## config.mk

```make
export PLATFORM = sky130hd
export DESIGN_NAME = length_prefixed_packet_deframer
export DESIGN_NICKNAME = d
export VERILOG_FILES = /design/src/sv/lppd_pkg.sv /design/src/sv/length_prefixed_packet_deframer.sv
export SDC_FILE = /design/constraint.sdc
export NUM_CORES = 1
export LEC_CHECK = 0
export BUFFER_PORTS_ARGS = -buffer_cell sky130_fd_sc_hd__buf_2
export CAP_MARGIN = 40
export CORE_MARGIN = 1.5
export CORE_UTILIZATION = 45
export DETAILED_ROUTE_END_ITERATION = 8
export SYNTH_ARGS = -nofsm -noshare
export SYNTH_HDL_FRONTEND = slang
export SYNTH_SLANG_ARGS = --single-unit
```

## constraint.sdc

```tcl
create_clock -name clk -period 3.59 [get_ports clk]
set_clock_uncertainty 0.1 [all_clocks]
set_input_delay 0.718 -clock clk [delete_from_list [all_inputs] [get_ports clk]]
set_output_delay 0.718 -clock clk [all_outputs]
set_load 0.02 [all_outputs]
```

## src/sv/lppd_pkg.sv

```systemverilog
`timescale 1ns / 1ps

package lppd_pkg;

	// Packet header layout: two tag bytes, property, 16-bit page id, 32-bit length.
	localparam int HEADER_BYTES = 9;
	localparam int HDR_STORE_DEPTH = HEADER_BYTES - 1;
	localparam int HDR_IDX_W = $clog2(HDR_STORE_DEPTH);
	localparam int HDR_CNT_W = $clog2(HEADER_BYTES) + 1;
	localparam logic [HDR_CNT_W-1:0] HDR_LAST = HDR_CNT_W'(HEADER_BYTES - 1);

	localparam logic [31:0] MAX_PAYLOAD_RESET = 32'd16777216;

	// Output queue
	localparam int FIFO_DEPTH = 4;
	localparam int FIFO_AW = $clog2(FIFO_DEPTH);
	localparam int FIFO_CW = FIFO_AW + 1;

	typedef enum logic [1:0] {
		PH_HEADER  = 2'd0,
		PH_PAYLOAD = 2'd1,
		PH_DISCARD = 2'd2
	} phase_t;

	typedef enum logic [1:0] {
		K_HEADER = 2'd0,
		K_DATA   = 2'd1,
		K_ABORT  = 2'd2
	} kind_t;

	typedef enum logic {
		CAUSE_TOO_LONG  = 1'b0,
		CAUSE_TRUNCATED = 1'b1
	} cause_t;

	typedef struct packed {
		kind_t        kind;
		logic [7:0]   tag_first;
		logic [7:0]   tag_second;
		logic [7:0]   property_res;
		logic [15:0]  page_id;
		logic [31:0]  payload_length;
		logic [7:0]   payload_data;
		logic         packet_end;
		cause_t       abort_cause;
		logic         last_of_item;
	} result_t;

endpackage

```

## src/sv/length_prefixed_packet_deframer.sv

```systemverilog
`timescale 1ns / 1ps

// Channel   Signals                                   Direction  Carries
// -------   ----------------------------------------  ---------  --------------------------
// in        in_valid/in_ready, data_byte/chunk_end/fin   sink    one link byte per item
// out       out_valid/out_ready, kind ... last_of_item   source  header, data byte or abort
// cfg       cfg_valid/cfg_ready, cfg_data                sink    max_payload register
//
// Path: an item is registered at accept (_s1), decoded from that register and
//   pushed into a 4-entry result queue when decode moves; its first result is
//   valid at the queue head from that push on and can be taken with out_ready.
// Rate: one item per cycle while each item makes at most one result and decode
//   is not stalled; a two-result item needs two pops, one result per cycle.
// Stalls: the decode stage moves only while the queue has room for two results.
// Reset: arst_n clears phase, counters, queue and sets max_payload to 16 MiB.

module length_prefixed_packet_deframer (
	input  logic        clk,
	input  logic        arst_n,
	// input items
	input  logic        in_valid,
	output logic        in_ready,
	input  logic [7:0]  data_byte,
	input  logic        chunk_end,
	input  logic        fin,
	// result items
	output logic        out_valid,
	input  logic        out_ready,
	output logic [1:0]  kind,
	output logic [7:0]  tag_first,
	output logic [7:0]  tag_second,
	output logic [7:0]  property_res,
	output logic [15:0] page_id,
	output logic [31:0] payload_length,
	output logic [7:0]  payload_data,
	output logic        packet_end,
	output logic        abort_cause,
	output logic        last_of_item,
	// configuration
	input  logic        cfg_valid,
	output logic        cfg_ready,
	input  logic [31:0] cfg_data
);
	import lppd_pkg::*;

	// ---------------- input register ----------------
	logic       valid_s1;
	logic [7:0] data_s1;
	logic       cend_s1;
	logic       fin_s1;

	// ---------------- deframer state ----------------
	phase_t                 phase_q, phase_n;
	logic [HDR_CNT_W-1:0]   header_count_q, header_count_n;
	logic [31:0]            bytes_remaining_q, bytes_remaining_n;
	logic [7:0]             header_store_q [HDR_STORE_DEPTH];
	logic                   hdr_wr;
	logic [31:0]            max_payload_q;

	// ---------------- result queue ----------------
	result_t                fifo_q [FIFO_DEPTH];
	logic [FIFO_AW-1:0]     wr_ptr_q, rd_ptr_q, wr_ptr_nx;
	logic [FIFO_CW-1:0]     count_q;

	// ---------------- decode signals ----------------
	logic        advance;
	logic        fin_end;
	logic [31:0] len;
	logic [31:0] rem_dec;
	logic        rem_last;
	logic        too_long;
	logic        hdr_full;
	result_t     res0, res1;
	logic [1:0]  n_res;
	logic        pop;

	// Decode moves when the queue can take two more results.
	assign advance  = valid_s1 && (count_q <= FIFO_CW'(FIFO_DEPTH - 2));
	assign in_ready = !valid_s1 || advance;
	assign cfg_ready = 1'b1;

	always_ff @(posedge clk or negedge arst_n) begin
		if (!arst_n) begin
			valid_s1 <= 1'b0;
		end else if (in_valid && in_ready) begin
			valid_s1 <= 1'b1;
		end else if (advance) begin
			valid_s1 <= 1'b0;
		end
	end

	always_ff @(posedge clk) begin
		if (in_valid && in_ready) begin
			data_s1 <= data_byte;
			cend_s1 <= chunk_end;
			fin_s1  <= fin;
		end
	end

	always_ff @(posedge clk or negedge arst_n) begin
		if (!arst_n) begin
			max_payload_q <= MAX_PAYLOAD_RESET;
		end else if (cfg_valid && cfg_ready) begin
			max_payload_q <= cfg_data;
		end
	end

	// fin only matters on the last byte of a chunk
	assign fin_end  = cend_s1 && fin_s1;
	assign len      = {header_store_q[5], header_store_q[6], header_store_q[7], data_s1};
	assign rem_dec  = bytes_remaining_q - 32'd1;
	assign rem_last = (rem_dec == 32'd0);
	assign too_long = (len > max_payload_q);
	assign hdr_full = !(header_count_q < HDR_LAST);

	// ---------------- next state ----------------
	always_comb begin
		phase_n           = phase_q;
		header_count_n    = header_count_q;
		bytes_remaining_n = bytes_remaining_q;
		hdr_wr            = 1'b0;
		case (phase_q)
			PH_DISCARD: begin
				if (cend_s1) begin
					phase_n = PH_HEADER;
				end
			end
			PH_PAYLOAD: begin
				bytes_remaining_n = rem_dec;
				if (rem_last) begin
					phase_n = PH_HEADER;
				end else if (fin_end) begin
					phase_n           = PH_HEADER;
					bytes_remaining_n = 32'd0;
				end
			end
			default: begin
				// unused phase code collects a header too
				phase_n = PH_HEADER;
				if (!hdr_full) begin
					hdr_wr         = 1'b1;
					header_count_n = fin_end ? '0 : header_count_q + 1'b1;
				end else begin
					header_count_n = '0;
					if (too_long) begin
						phase_n = cend_s1 ? PH_HEADER : PH_DISCARD;
					end else if (len != 32'd0 && !fin_end) begin
						bytes_remaining_n = len;
						phase_n           = PH_PAYLOAD;
					end
				end
			end
		endcase
	end

	// ---------------- results ----------------
	always_comb begin
		res0  = '0;
		res1  = '0;
		n_res = 2'd0;
		res1.kind        = K_ABORT;
		res1.abort_cause = CAUSE_TRUNCATED;
		res1.last_of_item = 1'b1;
		case (phase_q)
			PH_DISCARD: begin
				n_res = 2'd0;
			end
			PH_PAYLOAD: begin
				res0.kind         = K_DATA;
				res0.payload_data = data_s1;
				res0.packet_end   = rem_last;
				if (!rem_last && fin_end) begin
					n_res = 2'd2;
				end else begin
					n_res             = 2'd1;
					res0.last_of_item = 1'b1;
				end
			end
			default: begin
				if (!hdr_full) begin
					// final chunk ended inside the header
					res0.kind         = K_ABORT;
					res0.abort_cause  = CAUSE_TRUNCATED;
					res0.last_of_item = 1'b1;
					n_res             = fin_end ? 2'd1 : 2'd0;
				end else if (too_long) begin
					res0.kind         = K_ABORT;
					res0.abort_cause  = CAUSE_TOO_LONG;
					res0.last_of_item = 1'b1;
					n_res             = 2'd1;
				end else begin
					res0.kind           = K_HEADER;
					res0.tag_first      = header_store_q[0];
					res0.tag_second     = header_store_q[1];
					res0.property_res   = header_store_q[2];
					res0.page_id        = {header_store_q[3], header_store_q[4]};
					res0.payload_length = len;
					res0.packet_end     = (len == 32'd0);
					if (len != 32'd0 && fin_end) begin
						n_res = 2'd2;
					end else begin
						n_res             = 2'd1;
						res0.last_of_item = 1'b1;
					end
				end
			end
		endcase
	end

	always_ff @(posedge clk or negedge arst_n) begin
		if (!arst_n) begin
			phase_q           <= PH_HEADER;
			header_count_q    <= '0;
			bytes_remaining_q <= '0;
		end else if (advance) begin
			phase_q           <= phase_n;
			header_count_q    <= header_count_n;
			bytes_remaining_q <= bytes_remaining_n;
		end
	end

	always_ff @(posedge clk) begin
		if (advance && hdr_wr) begin
			header_store_q[header_count_q[HDR_IDX_W-1:0]] <= data_s1;
		end
	end

	// ---------------- result queue ----------------
	assign pop       = out_valid && out_ready;
	assign wr_ptr_nx = wr_ptr_q + 1'b1;

	always_ff @(posedge clk) begin
		if (advance && n_res != 2'd0) begin
			fifo_q[wr_ptr_q] <= res0;
		end
		if (advance && n_res == 2'd2) begin
			fifo_q[wr_ptr_nx] <= res1;
		end
	end

	always_ff @(posedge clk or negedge arst_n) begin
		if (!arst_n) begin
			wr_ptr_q <= '0;
			rd_ptr_q <= '0;
			count_q  <= '0;
		end else begin
			if (advance) begin
				wr_ptr_q <= wr_ptr_q + FIFO_AW'(n_res);
			end
			if (pop) begin
				rd_ptr_q <= rd_ptr_q + 1'b1;
			end
			count_q <= count_q + (advance ? FIFO_CW'(n_res) : '0) - FIFO_CW'(pop);
		end
	end

	assign out_valid      = (count_q != '0);
	assign kind           = fifo_q[rd_ptr_q].kind;
	assign tag_first      = fifo_q[rd_ptr_q].tag_first;
	assign tag_second     = fifo_q[rd_ptr_q].tag_second;
	assign property_res   = fifo_q[rd_ptr_q].property_res;
	assign page_id        = fifo_q[rd_ptr_q].page_id;
	assign payload_length = fifo_q[rd_ptr_q].payload_length;
	assign payload_data   = fifo_q[rd_ptr_q].payload_data;
	assign packet_end     = fifo_q[rd_ptr_q].packet_end;
	assign abort_cause    = fifo_q[rd_ptr_q].abort_cause;
	assign last_of_item   = fifo_q[rd_ptr_q].last_of_item;

`ifndef SYNTHESIS
	a_fifo_bound: assert property (@(posedge clk) disable iff (!arst_n)
		count_q <= FIFO_CW'(FIFO_DEPTH))
		else $error("result queue overfilled");

	a_payload_rem: assert property (@(posedge clk) disable iff (!arst_n)
		phase_q == PH_PAYLOAD |-> bytes_remaining_q != 32'd0)
		else $error("payload phase with no bytes remaining");

	a_hdr_count: assert property (@(posedge clk) disable iff (!arst_n)
		header_count_q <= HDR_LAST)
		else $error("header count past header length");

	a_discard_cnt: assert property (@(posedge clk) disable iff (!arst_n)
		phase_q == PH_DISCARD |-> header_count_q == '0)
		else $error("discard entered with partial header");
`endif

endmodule

```

==> results of run 1 <==
sequential cells by signal, indices dropped and copies added, names as in the netlist:
| register | cells |
|---|---|
| count_q | 3 |
| max_payload_q | 32 |
| rd_ptr_q | 2 |
| header_store_q | 64 |
| wr_ptr_q | 2 |
| header_count_q | 5 |
| cend_s1 | 1 |
| valid_s1 | 1 |
| data_s1 | 8 |
| bytes_remaining_q | 32 |
| phase_q | 2 |
| fin_s1 | 1 |
| fifo_q | 340 |
Yosys cell counts, drive strengths merged (4+ instances only):
master / number
a21oi: 43
o41ai: 4
nand2b: 11
nor3b: 5
nand2: 109
o221ai: 8
a211o: 5
buf: 44
o32ai: 8
dfrtp: 78
mux4: 85
a22oi: 77
o2bb2ai: 27
nor4: 31
a22o: 233
or3: 12
xnor2: 8
or4: 7
ha: 41
edfxtp: 74
inv: 57
o211ai: 6
o21ai: 75
mux2i: 4
and2: 10
nand3: 15
dfxtp: 340
nor2: 152
nand4: 21
a2bb2oi: 7
nor3: 24
clkbuf: 93
or2: 7
power groups by stage:
| stage | logic, uW | clock network, uW | registers (uW) |
|---|---|---|---|
| after CTS | 9240 | 5820 | 6760 |
| after global routing | 10600 | 6030 | 6850 |
| after floorplan | 5360 | 0 | 6640 |
| after detailed placement | 8870 | 0 | 6870 |
| final | 9920 | 5740 | 6770 |
| after global placement | 8810 | 0 | 6850 |
kinds of logic after synthesis:
group | Yosys count
AOI/OAI and AO/OA | 516
DFF | 493
and+or+nand+nor | 417
buffers and inverters | 194
muxes | 90
adders and majority gates | 42
xor gates and xnor gates | 10
other | 1
final timing paths:
| path | depth (start not counted) | from | slack [ps] | to |
|---|---|---|---|---|
| setup / recovery | 12 | bytes_remaining_q[22] | -100 | fifo_q[1][44] |
| hold / removal | 1 | arst_n | 110 | count_q[2] |
| setup reg to reg | 12 | bytes_remaining_q[22] | -100 | fifo_q[1][44] |
| hold reg to reg | 1 | fifo_q[3][9] | 360 | fifo_q[3][9] |
| max in group asynchronous | 2 | arst_n | 2560 | bytes_remaining_q[5] |
| min in group clk | 1 | data_byte[6] | 200 | data_s1[6] |
critical path, delay by kind of cell (launching register included):
kind / cells / cell delay (ps)
buffers and inverters: 3 / 440
flip-flops: 1 / 370
AND/OR/NAND/NOR: 6 / 1960
AO/OA/AOI/OAI: 3 / 750
metrics by stage:
step | setup WS [ps] | instances
floorplan | -121 | 1763
global placement | -131 | 2548
detailed placement | -245 | 2548
CTS | -86.8 | 2657
global route | -202 | 2691
finish | -100 | 2691
metal layers:
metal | vias to the layer above | wire length [um]
met4 | 0 | 1830
met1 | 8103 | 27700
met5 | - | 0
met2 | 541 | 30200
li1 | 7297 | -
met3 | 114 | 3460
area by class of cell:
type	instances	area, um^2	area share (%)
sequential	493	11000	42.4
tap	600	751	2.89
clock inverter	20	235	0.905
inverter	57	216	0.833
multi-input combinational	1076	9010	34.7
clock buffer	80	1600	6.17
timing repair buffer	365	3160	12.2
timing repair:
action                     4_1_cts  5_1_grt
hold endpoints to repair         0        0
gates cloned                     2       14
pin swaps                        3       49
setup buffers                    7       22
gates resized for setup         17       57
setup endpoints to repair      185      332
==> results.toml, run 1 <==
[final_layout]
drive_gt1_share_pct = 29.4
syn_to_final_growth_pct = 26.4
final_nets = 2135
utilization_pct = 57.4
fillCellCount = 3760
stdcell_area_um2 = 26000
diodes = 0
final_common_cell = "dfxtp_1"
final_cell_mix = "340 x dfxtp_1, 233 x a22o_1, 168 x buf_4"

[sta]
setup_viol_count_final = 105
slew_viol_final = 0
finalHoldViolations = 0
rsz0062_at_grt = "true"
fin_crit_sh_pct = 103
holdWs_ps = 112
setup_tns_ps = -6380
slew_headroom_pct = 41.2
tightest_slew_ps = 882
period_minus_slack_ps = 3690
fin_ws_ps = -100
fmax_mhz = 271

[pwr]
finalPower_uw = 22400
peakVddDrop_mv = 0.719
sw_frac_of_total_pct = 35.8
p_sw_uw = 8020
combPwrFrac_pct = 44.2
internal-power_uw = 14400
seqPwrFrac_pct = 30.2
power.leakage_uw = 0.0109
powerDensity_nw_per_um2 = 863
p_clk_share_pct = 25.6

[status]
status = "complete, but fails checks"
violations = "setup timing"

[floorplanning]
io_pins = 135
start_util_pct = 45.4
die_x_um = 217
dieHeight_um = 217
die_area_um2 = 47000
rows = 78
core_area_um2 = 45300

[cts]
clk_pin_slew_worst_paths_ps = 60
cts-root-buf = "clkbuf_16"
htree_levels = 2
clk_path_buf_depth = 3
cts_tree = "built"
insertion_delay_ps = 600
clock_sinks = 493
cts_inserted_buffers = 53
cts_hold_repair.buffers = 0

[logic_synthesis]
yosysTopAreaCellShare_pct = 33.1
ys_seq_area_share_pct = 53.5
synth_cells = 1763
synth_warnings = 0
synth-simple-area-share_pct = 9.86
yosys.area.top_type = "dfxtp_1"
async_flop_share_pct = 16.0
synth.distinct_cells = 80
synth.area.top_cells = "dfxtp_1 33%, edfxtp_1 11%, a22o_1 9.9%"
synthMuxAreaShare_pct = 9.56
synth_fa_ha_area_share_pct = 2.59
syn-num-nets = 1852
synth_edf_count = 74
ys_ff_latch = 493
syn_area_per_cell_um2 = 11.7
ys.flop_type = "dfxtp_1"
synthesis.area_um2 = 20600
synth_compound_area_share_pct = 19.6
synth_top_family_by_area = "compound AO/OA/AOI/OAI gates"
synth_xor_area_share_pct = 0.426

[grt]
grtUsageMet3_pct = 4.03
top_usage_layer = "met2"
grt-ovfl-total = 0
grt_pass1_vias = 16199
grt_usage_pct = 26.1
grt_pass1_wl_um = 94500
grt_max_degree = 96
grt_antenna_before_repair = 2
grtUsageMet2_pct = 43.4
use_met1_pct = 35.0

[setup_path]
startpoint_type = "flop"
max_stage_delay_ps = 570
cp-end-kind = "flop"
path_class = "reg -> reg"
crit_fanout = 14
worstPathArrival_ps = 4130
slowest_stage = "or4_4"
required_ps = 4030
cp_cell_sequence = "or4_4 > or3_4 > o41ai_4 > and4_4 > nand4_4 > buf_6 > or4_4 > nand4_1 > o221a_4 > buf_6 > buf_12 > a22o_1"

[routing]
initialDrtViolationCount = 1317
totalWireLength_um = 63200
routedWlPerCell_um = 23.5
vias = 16055
drc = 0
routed_via_density = 5.97
drt-pass1-iter-count = 5
ant_nets = 0

[place]
place_area_um2 = 23200
hpwlAfterDp_um = 39000
portBuffers = 133
gp_congestion = 0.913

[worst_hold_path]
hold_class = "in -> async"

[flow_run]
max_cap_violations = 0
No activity file was read; power rests on OpenSTA's default activity.
==> inputs of run 2 (changes only) <==
- BUFFER_PORTS_ARGS: -buffer_cell sky130_fd_sc_hd__buf_2 -> not set
- CAP_MARGIN: 40 -> not set
- DONT_BUFFER_PORTS: not set -> 1
==> run 2 against run 1 <==
The run still ends with setup timing left. Core utilization fell by 2.8 points. Cell area fell by 4.8%. Sequential power decreased by 1%. Non-clock buffer count is 173 lower. Routed wire length fell by 2.9%. Global-route usage shrank 0.28 points. Via count fell by 4.4%. Critical path depth rose by 1. Clock-buffer cell count decreased by 11. Critical path type unchanged.
==> results.toml, run 2 (same netlist as run 1, synthesis figures left out) <==
[routing]
routed_via_density = 6.10
ant_nets = 0
routedWlPerCell_um = 24.4
vias = 15353
totalWireLength_um = 61400
drc = 0
initialDrtViolationCount = 1338
drt-pass1-iter-count = 5

[setup_path]
crit_fanout = 18
startpoint_type = "flop"
cp_num_buf_inv = 4
max_stage_delay_ps = 570
required_ps = 4000
crit_top_cell = "buf_4"
cp-end-kind = "flop"
cp_cell_sequence = "or4_4 > or3_4 > o41ai_4 > and4_4 > nand4_4 > nor4_4 > a22oi_4 > buf_4 > o221a_4 > buf_4 > buf_12 > buf_16 > a22o_1"
path_class = "reg -> reg"
worstPathArrival_ps = 4090
crit_family = "simple AND/OR/NAND/NOR gates"
slowest_stage = "or4_4"

[sta]
setup_viol_count_final = 115
rsz0062_at_grt = "true"
finalHoldViolations = 0
period_minus_slack_ps = 3680
fmax_mhz = 271
slew_headroom_pct = 58.6
fin_crit_sh_pct = 103
tightest_slew_ps = 617
fin_ws_ps = -94.8
holdWs_ps = 90.4
slew_viol_final = 0

[cts]
htree_levels = 2
clk_path_buf_depth = 3
insertion_delay_ps = 610
clk_pin_slew_worst_paths_ps = 60
cts_tree = "built"
clock_sinks = 493
cts-root-buf = "clkbuf_16"
cts_inserted_buffers = 52

[floorplanning]
die_area_um2 = 47000
die_x_um = 217
start_util_pct = 45.4
dieHeight_um = 217
io_pins = 135
rows = 78
core_area_um2 = 45300

[final_layout]
drive_gt1_share_pct = 22.2
final_cell_mix = "340 x dfxtp_1, 233 x a22o_1, 151 x buf_4"
final_common_cell = "dfxtp_1"
utilization_pct = 54.6
syn_to_final_growth_pct = 20.3
final_nets = 1961
largest_register_ffs = 340
regMostFlops = "fifo_q"

[worst_hold_path]
hold_class = "in -> reg"

[grt]
grt-ovfl-total = 0
grt_pass1_vias = 15381
grt_max_degree = 80
grt_pass1_wl_um = 93300
grt_usage_pct = 25.8
grt_antenna_before_repair = 4

[place]
portBuffers = 0
hpwlAfterDp_um = 37500
post-place-ws_ps = -190
gp_congestion = 0.893

[flow_run]
max_cap_violations = 0

[pwr]
power.leakage_uw = 0.00991
powerDensity_nw_per_um2 = 882
peakVddDrop_mv = 0.819

[status]
status = "complete, but fails checks"
violations = "setup timing"
==> run 2: changes by cell type in the layout (fill, tap and decap cells not counted), sizes merged, moves of 2 or more <==
| cell | before | now |
|---|---|---|
| clkinvlp | 2 | 0 |
| buf | 354 | 185 |
| diode | 0 | 2 |
| bufinv | 5 | 9 |
| clkbuf | 91 | 74 |
| clkinv | 10 | 16 |
==> run 2: report_power, final <==
part | internal [uW] | switching, uW
Sequential | 6180 | 501
Combinational | 4300 | 4940
Clock | 3580 | 2330
==> run 2: worst paths after layout <==
| path | start | endpoint | slack, ps | cells past startpoint |
|---|---|---|---|---|
| setup / recovery | bytes_remaining_q[22] | fifo_q[1][53] | -90 | 13 |
| setup reg to reg | bytes_remaining_q[22] | fifo_q[1][53] | -90 | 13 |
| max in group asynchronous | arst_n | max_payload_q[24] | 2360 | 2 |
| min in group asynchronous | arst_n | header_count_q[2] | 640 | 2 |
| hold / removal | cfg_valid | max_payload_q[24] | 90 | 1 |
| hold reg to reg | fifo_q[3][0] | fifo_q[3][0] | 360 | 1 |
==> run 2: routing by layer <==
layer,GRT usage [%],part of all wire [%]
met4,7.96,2.8
met2,42.4,47
met3,4.58,6.4
met1,34.8,43
met5,0,0
==> run 2: timing repair <==
item                                    in CTS  in global routing
endpoints found under the setup margin      69                322
hold buffers                                 2                  0
cloned                                       2                  5
setup buffers                                9                  4
resized for setup                           10                 22
pin swaps                                    0                  5
endpoints found under the hold margin       79                  0
==> run 2: area by class of cell <==
cell class	count	area, um^2
clock buffer	69	1490
clock inverter	27	409
timing repair buffer	192	1970
multi-input combinational	1076	8890
inverter	57	216
antenna	2	5.00
sequential	493	11000
tap	600	751
fill	3821	20500
==> run 2: stage by stage <==
step | TNS [ps] | std cells | total power [uW] | instance area, um^2
final | -2790 | 2516 | 21800 | 24700
after global routing | -21960 | 2515 | 23000 | 24700
after CTS | -1420 | 2506 | 21700 | 24500
after detailed placement | -2910 | 2397 | 15600 | 22300
after global placement | -156 | 2397 | 15500 | 22300
after floorplan | -262 | 1763 | 12000 | 20700
